==> src/rtl/core/tsfs_pkg.sv <==
// Types and constants shared by the tiled surface fence sizer.
// No dependencies.
`default_nettype none

package tsfs_pkg;

    typedef enum logic [1:0] {
        TILE_LINEAR = 2'd0,
        TILE_X      = 2'd1,
        TILE_Y      = 2'd2
    } tiling_t;

    typedef enum logic {
        CFG_GPU_GEN      = 1'b0,
        CFG_LINEAR_ALIGN = 1'b1
    } cfg_index_t;

    localparam int ROW_W    = 16;
    localparam int HIN_W    = 14;
    localparam int MODE_W   = 2;
    localparam int GEN_W    = 8;
    localparam int ALIGN_W  = 13;
    localparam int OPITCH_W = 16;
    localparam int OSIZE_W  = 29;

    // internal widths: aligned pitch, aligned height, raw size
    localparam int PITCH_W  = 17;
    localparam int HEIGHT_W = 15;
    localparam int SIZE_W   = 32;

    localparam logic [GEN_W-1:0]   GEN_RESET       = 8'd64;
    localparam logic [ALIGN_W-1:0] LIN_ALIGN_RESET = 13'd64;

    localparam logic [GEN_W-1:0] GEN4_MASK    = 8'h80;
    localparam logic [GEN_W-1:0] GEN3UP_MASK  = 8'hC0;
    localparam logic [GEN_W-1:0] Y128_MASK    = 8'hCF;
    localparam logic [GEN_W-1:0] Y128_THRESH  = 8'h40;

    localparam logic [PITCH_W-1:0] TILE_ALIGN_M1 = 17'd511;
    localparam logic [PITCH_W-1:0] TILE_W_STD    = 17'd512;
    localparam logic [PITCH_W-1:0] TILE_W_Y128   = 17'd128;

    localparam logic [HEIGHT_W-1:0] HX_ALIGN_M1  = 15'd7;
    localparam logic [HEIGHT_W-1:0] HY_ALIGN_M1  = 15'd31;
    localparam logic [HEIGHT_W-1:0] HL_ALIGN_M1  = 15'd1;

    localparam logic [SIZE_W-1:0] FENCE_ALIGN_M1 = 32'd4095;
    localparam logic [SIZE_W-1:0] MIN_SIZE_GEN3  = 32'h0010_0000;
    localparam logic [SIZE_W-1:0] MIN_SIZE_GEN2  = 32'h0008_0000;

    localparam logic [OPITCH_W-1:0] PITCH_MAX = 16'hFFFF;
    localparam logic [OSIZE_W-1:0]  SIZE_MAX  = 29'h1FFF_FFFF;

    typedef struct packed {
        logic tiled;
        logic gen4;
        logic gen3_up;
        logic tile128;
    } flags_t;

endpackage

`default_nettype wire

==> src/rtl/core/tsfs_if.sv <==
// Valid/ready channels of the fence sizer: surface request in, fence result out.
// Depends on tsfs_pkg for field widths.
`default_nettype none

interface tsfs_in_if;
    logic                          valid;
    logic                          ready;
    logic [tsfs_pkg::ROW_W-1:0]    row_bytes;
    logic [tsfs_pkg::HIN_W-1:0]    surface_height;
    logic [tsfs_pkg::MODE_W-1:0]   tile_mode;

    modport source (output valid, output row_bytes, output surface_height,
                    output tile_mode, input ready);
    modport sink   (input valid, input row_bytes, input surface_height,
                    input tile_mode, output ready);
endinterface

interface tsfs_out_if;
    logic                          valid;
    logic                          ready;
    logic [tsfs_pkg::OPITCH_W-1:0] fenced_pitch;
    logic [tsfs_pkg::OSIZE_W-1:0]  fenced_size;

    modport source (output valid, output fenced_pitch, output fenced_size, input ready);
    modport sink   (input valid, input fenced_pitch, input fenced_size, output ready);
endinterface

`default_nettype wire

==> src/rtl/core/tsfs_pow2_ceil.sv <==
// Power-of-two round-up with a lower bound, by bit smearing of value-1.
// No dependencies.
`default_nettype none

module tsfs_pow2_ceil #(
    parameter int WIDTH = 32
) (
    input  logic [WIDTH-1:0] value,
    input  logic [WIDTH-1:0] floor_val,
    output logic [WIDTH-1:0] result
);

    localparam int STEPS = $clog2(WIDTH);

    logic [WIDTH-1:0] smear;

    always_comb
    begin
        smear = value - {{(WIDTH-1){1'b0}}, 1'b1};
        for (int i = 0; i < STEPS; i++)
        begin
            smear = smear | (smear >> (1 << i));
        end
        // floor_val is itself a power of two, so it covers zero too
        if (value <= floor_val)
            result = floor_val;
        else
            result = smear + {{(WIDTH-1){1'b0}}, 1'b1};
    end

endmodule

`default_nettype wire

==> src/rtl/core/tiled_surface_fence_sizer.sv <==
// Fence sizer top level: four-stage pipeline from surface request to fence result.
// Depends on tsfs_pkg, tsfs_if and tsfs_pow2_ceil.
//
// Takes one request per clock unless a stalled result backs up the pipeline, and
// returns one result per request, in order. The stages are: pitch and height
// alignment, power-of-two pitch rounding, the pitch-by-height multiply, and size
// rounding with saturation. Each stage holds its own valid bit and takes new data
// whenever it is empty or its successor moves, so a stalled result holds only the
// stages behind it that are full. Configuration is sampled as each request enters
// and must be written while the pipeline is empty.
`default_nettype none

module tiled_surface_fence_sizer (
    input  logic                         clk,
    input  logic                         rst_n,
    input  logic                         cfg_we,
    input  logic                         cfg_index,
    input  logic [tsfs_pkg::ALIGN_W-1:0] cfg_data,
    tsfs_in_if.sink                      req,
    tsfs_out_if.source                   res
);

    // configuration
    logic [tsfs_pkg::GEN_W-1:0]   gen_reg;
    logic [tsfs_pkg::ALIGN_W-1:0] lin_align_reg;

    always_ff @(posedge clk or negedge rst_n)
    begin
        if (!rst_n)
        begin
            gen_reg       <= tsfs_pkg::GEN_RESET;
            lin_align_reg <= tsfs_pkg::LIN_ALIGN_RESET;
        end
        else if (cfg_we)
        begin
            case (cfg_index)
                tsfs_pkg::CFG_GPU_GEN:      gen_reg <= cfg_data[tsfs_pkg::GEN_W-1:0];
                tsfs_pkg::CFG_LINEAR_ALIGN: lin_align_reg <= cfg_data;
                default:                    ;
            endcase
        end
    end

    // pipeline control
    logic v1_reg, v2_reg, v3_reg, v4_reg;
    logic rdy1, rdy2, rdy3, rdy4;

    assign rdy4 = !v4_reg || res.ready;
    assign rdy3 = !v3_reg || rdy4;
    assign rdy2 = !v2_reg || rdy3;
    assign rdy1 = !v1_reg || rdy2;
    assign req.ready = rdy1;

    always_ff @(posedge clk or negedge rst_n)
    begin
        if (!rst_n)
        begin
            v1_reg <= 1'b0;
            v2_reg <= 1'b0;
            v3_reg <= 1'b0;
            v4_reg <= 1'b0;
        end
        else
        begin
            if (rdy1) v1_reg <= req.valid;
            if (rdy2) v2_reg <= v1_reg;
            if (rdy3) v3_reg <= v2_reg;
            if (rdy4) v4_reg <= v3_reg;
        end
    end

    // stage 1: align pitch and height
    logic [tsfs_pkg::PITCH_W-1:0]  pitch1_reg, pitch1_next;
    logic [tsfs_pkg::HEIGHT_W-1:0] height1_reg, height1_next;
    tsfs_pkg::flags_t              flags1_reg, flags1_next;
    logic [tsfs_pkg::PITCH_W-1:0]  row_ext;
    logic [tsfs_pkg::HEIGHT_W-1:0] h_ext;
    logic [tsfs_pkg::PITCH_W-1:0]  lin_m1;
    logic                          y128;

    always_comb
    begin
        row_ext = {1'b0, req.row_bytes};
        h_ext   = {1'b0, req.surface_height};
        // zero alignment behaves as one
        lin_m1  = (lin_align_reg == '0) ? '0 :
                  {4'b0, lin_align_reg - {{(tsfs_pkg::ALIGN_W-1){1'b0}}, 1'b1}};
        y128    = (gen_reg & tsfs_pkg::Y128_MASK) > tsfs_pkg::Y128_THRESH;

        flags1_next.gen4    = (gen_reg & tsfs_pkg::GEN4_MASK) != '0;
        flags1_next.gen3_up = (gen_reg & tsfs_pkg::GEN3UP_MASK) != '0;

        case (req.tile_mode)
            tsfs_pkg::TILE_X:
            begin
                pitch1_next = (row_ext + tsfs_pkg::TILE_ALIGN_M1) & ~tsfs_pkg::TILE_ALIGN_M1;
                height1_next = (h_ext + tsfs_pkg::HX_ALIGN_M1) & ~tsfs_pkg::HX_ALIGN_M1;
                flags1_next.tiled   = 1'b1;
                flags1_next.tile128 = 1'b0;
            end
            tsfs_pkg::TILE_Y:
            begin
                pitch1_next = (row_ext + tsfs_pkg::TILE_ALIGN_M1) & ~tsfs_pkg::TILE_ALIGN_M1;
                height1_next = (h_ext + tsfs_pkg::HY_ALIGN_M1) & ~tsfs_pkg::HY_ALIGN_M1;
                flags1_next.tiled   = 1'b1;
                flags1_next.tile128 = y128;
            end
            default:
            begin
                // linear, and the unused mode code
                pitch1_next  = (row_ext + lin_m1) & ~lin_m1;
                height1_next = (h_ext + tsfs_pkg::HL_ALIGN_M1) & ~tsfs_pkg::HL_ALIGN_M1;
                flags1_next.tiled   = 1'b0;
                flags1_next.tile128 = 1'b0;
            end
        endcase
    end

    always_ff @(posedge clk)
    begin
        if (rdy1)
        begin
            pitch1_reg  <= pitch1_next;
            height1_reg <= height1_next;
            flags1_reg  <= flags1_next;
        end
    end

    // stage 2: pre-gen4 tiled pitch goes to a power of two
    logic [tsfs_pkg::PITCH_W-1:0]  pitch2_reg, pitch2_next;
    logic [tsfs_pkg::HEIGHT_W-1:0] height2_reg;
    tsfs_pkg::flags_t              flags2_reg;
    logic [tsfs_pkg::PITCH_W-1:0]  tile_w;
    logic [tsfs_pkg::PITCH_W-1:0]  pitch_pow2;

    assign tile_w = flags1_reg.tile128 ? tsfs_pkg::TILE_W_Y128 : tsfs_pkg::TILE_W_STD;

    tsfs_pow2_ceil #(
        .WIDTH (tsfs_pkg::PITCH_W)
    ) u_pitch_pow2 (
        .value     (pitch1_reg),
        .floor_val (tile_w),
        .result    (pitch_pow2)
    );

    // gen4 tile alignment is a no-op after the 512 alignment
    assign pitch2_next = (flags1_reg.tiled && !flags1_reg.gen4) ? pitch_pow2 : pitch1_reg;

    always_ff @(posedge clk)
    begin
        if (rdy2)
        begin
            pitch2_reg  <= pitch2_next;
            height2_reg <= height1_reg;
            flags2_reg  <= flags1_reg;
        end
    end

    // stage 3: raw size and pitch saturation
    logic [tsfs_pkg::SIZE_W-1:0]   size3_reg, size3_next;
    logic [tsfs_pkg::OPITCH_W-1:0] pitch3_reg, pitch3_next;
    tsfs_pkg::flags_t              flags3_reg;

    assign size3_next  = {15'b0, pitch2_reg} * {17'b0, height2_reg};
    assign pitch3_next = pitch2_reg[tsfs_pkg::PITCH_W-1] ? tsfs_pkg::PITCH_MAX
                                                        : pitch2_reg[tsfs_pkg::OPITCH_W-1:0];

    always_ff @(posedge clk)
    begin
        if (rdy3)
        begin
            size3_reg  <= size3_next;
            pitch3_reg <= pitch3_next;
            flags3_reg <= flags2_reg;
        end
    end

    // stage 4: size fence rounding and saturation
    logic [tsfs_pkg::OPITCH_W-1:0] pitch4_reg;
    logic [tsfs_pkg::OSIZE_W-1:0]  size4_reg, size4_next;
    logic [tsfs_pkg::SIZE_W-1:0]   min_size;
    logic [tsfs_pkg::SIZE_W-1:0]   size_pow2;
    logic [tsfs_pkg::SIZE_W-1:0]   size_rounded;

    assign min_size = flags3_reg.gen3_up ? tsfs_pkg::MIN_SIZE_GEN3 : tsfs_pkg::MIN_SIZE_GEN2;

    tsfs_pow2_ceil #(
        .WIDTH (tsfs_pkg::SIZE_W)
    ) u_size_pow2 (
        .value     (size3_reg),
        .floor_val (min_size),
        .result    (size_pow2)
    );

    always_comb
    begin
        if (!flags3_reg.tiled)
            size_rounded = size3_reg;
        else if (flags3_reg.gen4)
            size_rounded = (size3_reg + tsfs_pkg::FENCE_ALIGN_M1) & ~tsfs_pkg::FENCE_ALIGN_M1;
        else
            size_rounded = size_pow2;

        if (size_rounded > {3'b0, tsfs_pkg::SIZE_MAX})
            size4_next = tsfs_pkg::SIZE_MAX;
        else
            size4_next = size_rounded[tsfs_pkg::OSIZE_W-1:0];
    end

    always_ff @(posedge clk)
    begin
        if (rdy4)
        begin
            size4_reg  <= size4_next;
            pitch4_reg <= pitch3_reg;
        end
    end

    assign res.valid        = v4_reg;
    assign res.fenced_pitch = pitch4_reg;
    assign res.fenced_size  = size4_reg;

    // checks
    a_pow2_pitch: assert property (@(posedge clk) disable iff (!rst_n)
        v2_reg && flags2_reg.tiled && !flags2_reg.gen4 |-> $onehot(pitch2_reg))
        else $error("pre-gen4 tiled pitch is not a power of two");

    a_gen4_pitch: assert property (@(posedge clk) disable iff (!rst_n)
        v2_reg && flags2_reg.tiled && flags2_reg.gen4 |-> pitch2_reg[8:0] == '0)
        else $error("gen4 tiled pitch not 512 aligned");

    a_tiled_height: assert property (@(posedge clk) disable iff (!rst_n)
        v1_reg && flags1_reg.tiled |-> height1_reg[2:0] == '0)
        else $error("tiled height not aligned to 8");

    a_hold_stalled: assert property (@(posedge clk) disable iff (!rst_n)
        v3_reg && !rdy4 |=> v3_reg && $stable(size3_reg))
        else $error("stalled stage 3 request lost or changed");

endmodule

`default_nettype wire
==> src/flat_wrapper.sv <==
// flat-port wrapper written by rule: the top's interface ports become plain ports
module tiled_surface_fence_sizer_flat 
  (clk, rst_n, cfg_we, cfg_index, cfg_data, req_valid, req_row_bytes, req_surface_height, req_tile_mode, req_ready, res_valid, res_fenced_pitch, res_fenced_size, res_ready);
  tsfs_in_if req_i ();
  tsfs_out_if res_i ();
  input  logic clk;
  input  logic rst_n;
  input  logic cfg_we;
  input  logic cfg_index;
  input  logic [tsfs_pkg::ALIGN_W-1:0] cfg_data;
  input wire logic [$bits(req_i.valid)-1:0] req_valid;
  input wire logic [$bits(req_i.row_bytes)-1:0] req_row_bytes;
  input wire logic [$bits(req_i.surface_height)-1:0] req_surface_height;
  input wire logic [$bits(req_i.tile_mode)-1:0] req_tile_mode;
  output wire logic [$bits(req_i.ready)-1:0] req_ready;
  output wire logic [$bits(res_i.valid)-1:0] res_valid;
  output wire logic [$bits(res_i.fenced_pitch)-1:0] res_fenced_pitch;
  output wire logic [$bits(res_i.fenced_size)-1:0] res_fenced_size;
  input wire logic [$bits(res_i.ready)-1:0] res_ready;
  assign req_i.valid = req_valid;
  assign req_i.row_bytes = req_row_bytes;
  assign req_i.surface_height = req_surface_height;
  assign req_i.tile_mode = req_tile_mode;
  assign req_ready = req_i.ready;
  assign res_valid = res_i.valid;
  assign res_fenced_pitch = res_i.fenced_pitch;
  assign res_fenced_size = res_i.fenced_size;
  assign res_i.ready = res_ready;
  tiled_surface_fence_sizer u_core (.clk(clk), .rst_n(rst_n), .cfg_we(cfg_we), .cfg_index(cfg_index), .cfg_data(cfg_data), .req(req_i), .res(res_i));
endmodule
==> config.mk <==
export PLATFORM = sky130hd
export DESIGN_NAME = tiled_surface_fence_sizer_flat
export DESIGN_NICKNAME = d
export VERILOG_FILES = /design/src/rtl/core/tsfs_pkg.sv /design/src/rtl/core/tsfs_if.sv /design/src/rtl/core/tsfs_pow2_ceil.sv /design/src/rtl/core/tiled_surface_fence_sizer.sv /design/src/flat_wrapper.sv
export SDC_FILE = /design/constraint.sdc
export NUM_CORES = 1
export LEC_CHECK = 0
export BUFFER_PORTS_ARGS = -buffer_cell sky130_fd_sc_hd__buf_2
export CAP_MARGIN = 20
export CORE_ASPECT_RATIO = 1.25
export CORE_MARGIN = 2
export CORE_UTILIZATION = 61
export DETAILED_ROUTE_END_ITERATION = 7
export PLACE_DENSITY = 0.79
export REMOVE_ABC_BUFFERS = 1
export SLEW_MARGIN = 20
export SYNTH_ARGS = -nofsm -noshare
export SYNTH_HDL_FRONTEND = slang
export SYNTH_SLANG_ARGS = --single-unit
==> constraint.sdc <==
create_clock -name clk -period 6.8 [get_ports clk]
set_input_delay 1.02 -clock clk [delete_from_list [all_inputs] [get_ports clk]]
set_output_delay 1.02 -clock clk [all_outputs]
set_load 0.02 [all_outputs]
==> reports/metrics.csv, run 1 <==
metric,value,unit
yosys_register_bits,187,
setup_viol,0,
synthFlopType,edfxtp_1,
synth_top_area_cell,edfxtp_1,
ioPinCount,98,
crit_start,u_core.height2_reg[4],
cts_made_buffers,17,
min_from,u_core.height1_reg[1],
timing.critical_path.buf_inv,6,
reg2reg_depth,23,
fmax,0.153,GHz
track_usage,28.4,%
hold_path_end,u_core.height2_reg[1],
crit_slowest_cell,fa_1,
crit_path_frequent_cell,fa_1,
worstMarginPinSlew,1.00,ns
design_area,20900,µm²
criticalPathCategory,reg2reg,
area_delta_synth_final,8.03,%
antennaDiodeCount,0,
overflow,0,
drt_iter0_drc,935,
ctsHoldBuffers,0,
skew,0.0124,ns
syn_inst,2045,
min_period_over_period,96.1,%
yosys.area.top_type_share,25.4,%
ant_nets,0,
core,31100,µm²
start_util,62.3,%
die_h,203,µm
antenna_found_initial,0,
cts_sinks,187,
die_w,163,µm
ys_top_cells_by_count,"255 x inv_1, 220 x nand2_1, 179 x fa_1",
cts.path.max_buffers,2,
hold_viol,0,
cap_violations,0,
wl_per_cell,18.1,µm
viasPerCell,5.95,
nFillCells,2467,
route.detailed.drc,0,
final.min_clock_period,6.54,ns
grt_pass1_vias,15600,
gr-max-usage-layer,met2,
clk-insertion-delay-late,0.45,ns
post-place-cells,2493,
critical_path_arrival,6.72,ns
wirelength,45900,µm
synth_most_common_cell,inv_1,
cp.depth,23,
use_met1,32.2,%
synth_cell_type_count,95,
ys_seq_area_share,28.4,%
syn_area,19400,µm²
ys_top_cells_by_area,"edfxtp_1 25%, fa_1 19%, ha_1 8.7%",
ys_async_sr_fraction,12.3,%
io_buffers,97,
slew_violations,0,
stdcell_count,2530,
dr.pass1.iters,5,
required,6.99,ns
hpwlAfterDp,36600,µm
syn_avg_cell_area,9.47,µm²
dpl_cell_area,20300,µm²
gp_congestion,0.914,
grt_max_degree,52,
synth_edf_count,164,
cts_root_buffer,clkbuf_16,
met3_usage,3.29,%
cp-start-kind,flip-flop,
largest_reg_flops,31,
cp-end-kind,flip-flop,
whs_path_depth,0,
worstPathMaxFanout,8,
cp_cell_sequence,"buf_4, and2_1, fa_1, inv_1, fa_1, inv_1, fa_1, fa_1, fa_1, inv_1, fa_1, inv_1, ha_1, o2111ai_1, o2111ai_2, a31oi_1, nor2b_1, o21a_1, o41ai_2, buf_4, o31ai_1, o22ai_1, xnor2_1",
htree_levels,4,
rr_endpoint,u_core.size3_reg[31],
die-area,33200,µm²
grt_use_met2,52.2,%
layout-drive-gt1-share,12.2,%
grt_first_pass_wirelength,74800,µm
status,finished clean,
path_delay_family,adder cells,
num_rows,72,
r2r_start,u_core.height2_reg[4],
max-slew-margin-rel,32.8,%
slowest_delay,0.55,ns
hold_path_class,reg2reg,
fin_nets,2475,
vias,15100,
r2r_slack,0.26,ns
synth_warnings,0,
clk_pin_slew,0.07,ns
cts_tree,built,
==> cell families after synthesis <==
logic type / after synthesis / share of synthesized area, %
AO/OA/AOI/OAI: 310 / 10.9
XOR/XNOR: 96 / 4.34
adder cells (fa/ha/maj): 314 / 27.2
buffers and inverters: 359 / 7.20
flip-flops: 187 / 28.4
multiplexers: 27 / 1.53
AND/OR/NAND/NOR: 752 / 20.3
==> worst max-delay path by stage <==
stage | endpoint | slack (ns)
2_1_floorplan | u_core.size3_reg[31] | 0.57
3_3_place_gp | u_core.size3_reg[31] | 0.30
3_5_place_dp | u_core.size3_reg[31] | 0.12
4_1_cts | u_core.size3_reg[31] | 0.13
5_1_grt | u_core.size3_reg[31] | -0.02
6_report | u_core.size3_reg[31] | 0.26
==> area by class of cell <==
| cell class | instances | area (µm²) | area share, % |
|---|---|---|---|
| multi-input cells | 1499 | 12500 | 59.7 |
| flip-flops and latches | 187 | 5500 | 26.3 |
| inverters | 257 | 965 | 4.61 |
| repair buffers | 148 | 881 | 4.21 |
| well taps | 407 | 509 | 2.43 |
| clock buffers | 18 | 439 | 2.10 |
| clock inverters | 14 | 126 | 0.604 |
==> layer usage <==
metal  wire, µm  vias to the layer above
met5          0                        -
met4       2000                        0
met3       1900                      144
li1           -                     7054
met2      24400                      507
met1      17600                     7355
==> cells in the final DEF, fill, tap and decap left out, types with 24 or more instances in the layout <==
master,netlist,routed
nand3_1,43,43
nor3_1,46,46
xor2_1,29,29
nor2_1,122,122
a21oi_1,59,59
inv_1,255,254
fa_1,179,179
and2_1,138,138
or3_1,24,24
ha_1,135,135
or2_2,26,26
buf_2,9,97
o21ai_0,69,69
xnor2_1,67,67
buf_4,3,50
edfxtp_1,164,164
nand2_1,220,219
==> metrics by stage <==
step	hold WS, ns	setup WS [ns]	setup TNS (ns)	util [%]
floorplan	0.400	0.566	0	-
global placement	0.401	0.296	0	65.3
detailed placement	0.405	0.119	0	65.3
CTS	0.421	0.125	0	67.1
global route	0.435	-0.0182	-0.0182	67.3
finish	0.420	0.264	0	67.3
==> what timing repair did <==
action                     in CTS  in global routing
resized for setup               0                  3
setup endpoints to repair       0                  3
buffers inserted                0                  5
Power of run 1 is not shown: default switching activity piles up to over one toggle a cycle in this logic, so the estimate is an artifact.
==> run 2: changes to the inputs <==
CORE_UTILIZATION = 40   (was 61)
CTS_CLUSTER_DIAMETER = 50   (was default)
PLACE_DENSITY = default   (was 0.79)
PLACE_DENSITY_LB_ADDON = 0.25   (was default)
==> run 2 against run 1 <==
  * Worst setup slack better by 0.020 ns
  * Hold slack worse by 0.0045 ns
  * Via count is 2.7% lower
  * Die area is 51% higher
  * Fmax is 0.30% higher
  * Sequential cell count stayed put
  * Wire length is 2.9% higher
  * Clock skew is 0.0040 ns lower
  * Clock-buffer cell count stayed put
  * Critical path type unchanged
  * Largest cell class unchanged
  * Highest routed layer unchanged
==> reports/metrics.csv, run 2 (synthesis gave the netlist of run 1 again) <==
metric,value,unit,change
reg2reg_depth,22,,-4.3%
ant_nets,0,,unchanged
num_rows,90,,+25%
wirelength,47200,µm,+2.9%
mostFrequentLayoutCells,"254 x inv_1, 219 x nand2_1, 179 x fa_1, 164 x edfxtp_1, 138 x and2_1",,
largest_reg_flops,31,,unchanged
area_delta_synth_final,10.1,%,
criticalPathCategory,reg2reg,,
gp_congestion,0.927,,+1.3%
cts_made_buffers,17,,unchanged
setup_viol,0,,unchanged
fmax,0.153,GHz,+0.30%
antenna_found_initial,0,,unchanged
post-place-cells,2736,,+9.7%
worstMarginPinSlew,1.00,ns,-0.00392 ns
slew_violations,0,,unchanged
grt_pass1_vias,15000,,-4.0%
ioPinCount,98,,unchanged
cp_cell_sequence,"buf_4, and2_1, fa_1, inv_1, fa_1, inv_1, fa_1, fa_1, fa_1, inv_1, fa_1, inv_1, ha_2, o2111ai_2, o211ai_1, nand3_1, a31oi_1, a21oi_1, o31a_1, o21bai_1, a21oi_1, xnor2_1",,
die_h,250,µm,+23%
grt_max_degree,51,,-1.9%
nFillCells,4695,,+90%
final_common_cell,inv_1,,
route.detailed.drc,0,,unchanged
cap_violations,0,,unchanged
die_w,201,µm,+23%
wl_per_cell,17.0,µm,-6.1%
start_util,40.3,%,-22 points
status,finished clean,,
antennaDiodeCount,0,,unchanged
hold_viol,0,,unchanged
clk-insertion-delay-late,0.46,ns,about the same
cts_sinks,187,,unchanged
vias,14600,,-2.7%
skew,0.00849,ns,-0.00395 ns
cp-end-kind,flip-flop,,
final.min_clock_period,6.52,ns,-0.0195 ns
cts_tree,built,,
slowest_delay,0.54,ns,about the same
io_buffers,97,,unchanged
hold_path_class,reg2reg,,
tns,0,ns,unchanged
worstPathMaxFanout,9,,+1
clk_pin_slew,0.07,ns,about the same
core,48100,µm²,+55%
grt_first_pass_wirelength,77700,µm,+3.9%
die-area,50200,µm²,+51%
drt_iter0_drc,796,,-15%
htree_levels,4,,unchanged
layout-drive-gt1-share,12.5,%,+0.30 points
dr.pass1.iters,5,,unchanged
cts_root_buffer,clkbuf_16,,
overflow,0,,unchanged
hpwlAfterDp,38200,µm,+4.4%
crit_slowest_cell,fa_1,,
track_usage,19.3,%,-9.0 points
cp-start-kind,flip-flop,,
min_period_over_period,95.8,%,-0.29 points
whs_path_depth,0,,unchanged
crit_path_frequent_cell,fa_1,,
ctsHoldBuffers,0,,unchanged
fin_nets,2481,,+0.24%
viasPerCell,5.28,,-11%
stdcell_count,2772,,+9.6%
max-slew-margin-rel,33.3,%,+0.51 points
final_core_util,44.4,%,-23 points
critical_path_arrival,6.73,ns,about the same
required,7.02,ns,+0.03 ns
cts.path.max_buffers,2,,unchanged
-- run 2: worst paths after layout --
| path | start | endpoint | slack, ns |
|---|---|---|---|
| max in group asynchronous | rst_n | u_core.gen_reg[6] | 5.92 |
| hold reg to reg | u_core.height1_reg[9] | u_core.height2_reg[9] | 0.42 |
| setup reg to reg | u_core.height2_reg[5] | u_core.size3_reg[30] | 0.28 |
| hold / removal | u_core.height1_reg[9] | u_core.height2_reg[9] | 0.42 |
| min in group asynchronous | rst_n | u_core.lin_align_reg[7] | 0.52 |
| setup / recovery | u_core.height2_reg[5] | u_core.size3_reg[30] | 0.28 |
-- run 2: what timing repair did --
item | 4_1_cts | 5_1_grt
setup buffers | 0 | 5
resized for setup | 0 | 14
endpoints found under the setup margin | 0 | 5
-- run 2: per-layer routing --
layer  track usage, %  wire length, µm  vias up
met5                0                0        -
met4             8.51             1680        0
met3             2.34             1530       93
met2             35.4            24500      360
met1             22.6            19600     7120
li1                 -                -     7075
-- run 2: per-stage QoR --
stage               setup WS (ns)  hold slack [ns]  instance area, µm²
global route             -0.00699            0.423               21300
global placement            0.165            0.403               20600
CTS                        0.0640            0.415               21200
finish                      0.283            0.415               21300
detailed placement         0.0751            0.405               20600
floorplan                   0.566            0.400               18900
-- run 2: cell type report --
type | count | area [µm²] | share of cell area [%]
repair buffers | 154 | 947 | 4.44
flip-flops and latches | 187 | 5500 | 25.8
multi-input cells | 1499 | 12500 | 58.7
clock inverters | 13 | 151 | 0.710
well taps | 644 | 806 | 3.78
clock buffers | 18 | 429 | 2.01
inverters | 257 | 965 | 4.52
-- run 2: worst max-delay path, delay by kind of cell, from the launching register on --
family | cells | cell delay, ns
flip-flops | 1 | 0.49
XOR/XNOR | 1 | 0.12
buffers and inverters | 5 | 0.40
AO/OA/AOI/OAI | 7 | 1.38
adder cells (fa/ha/maj) | 7 | 3.45
AND/OR/NAND/NOR | 2 | 0.41
Power of run 2 is left out for the same reason.
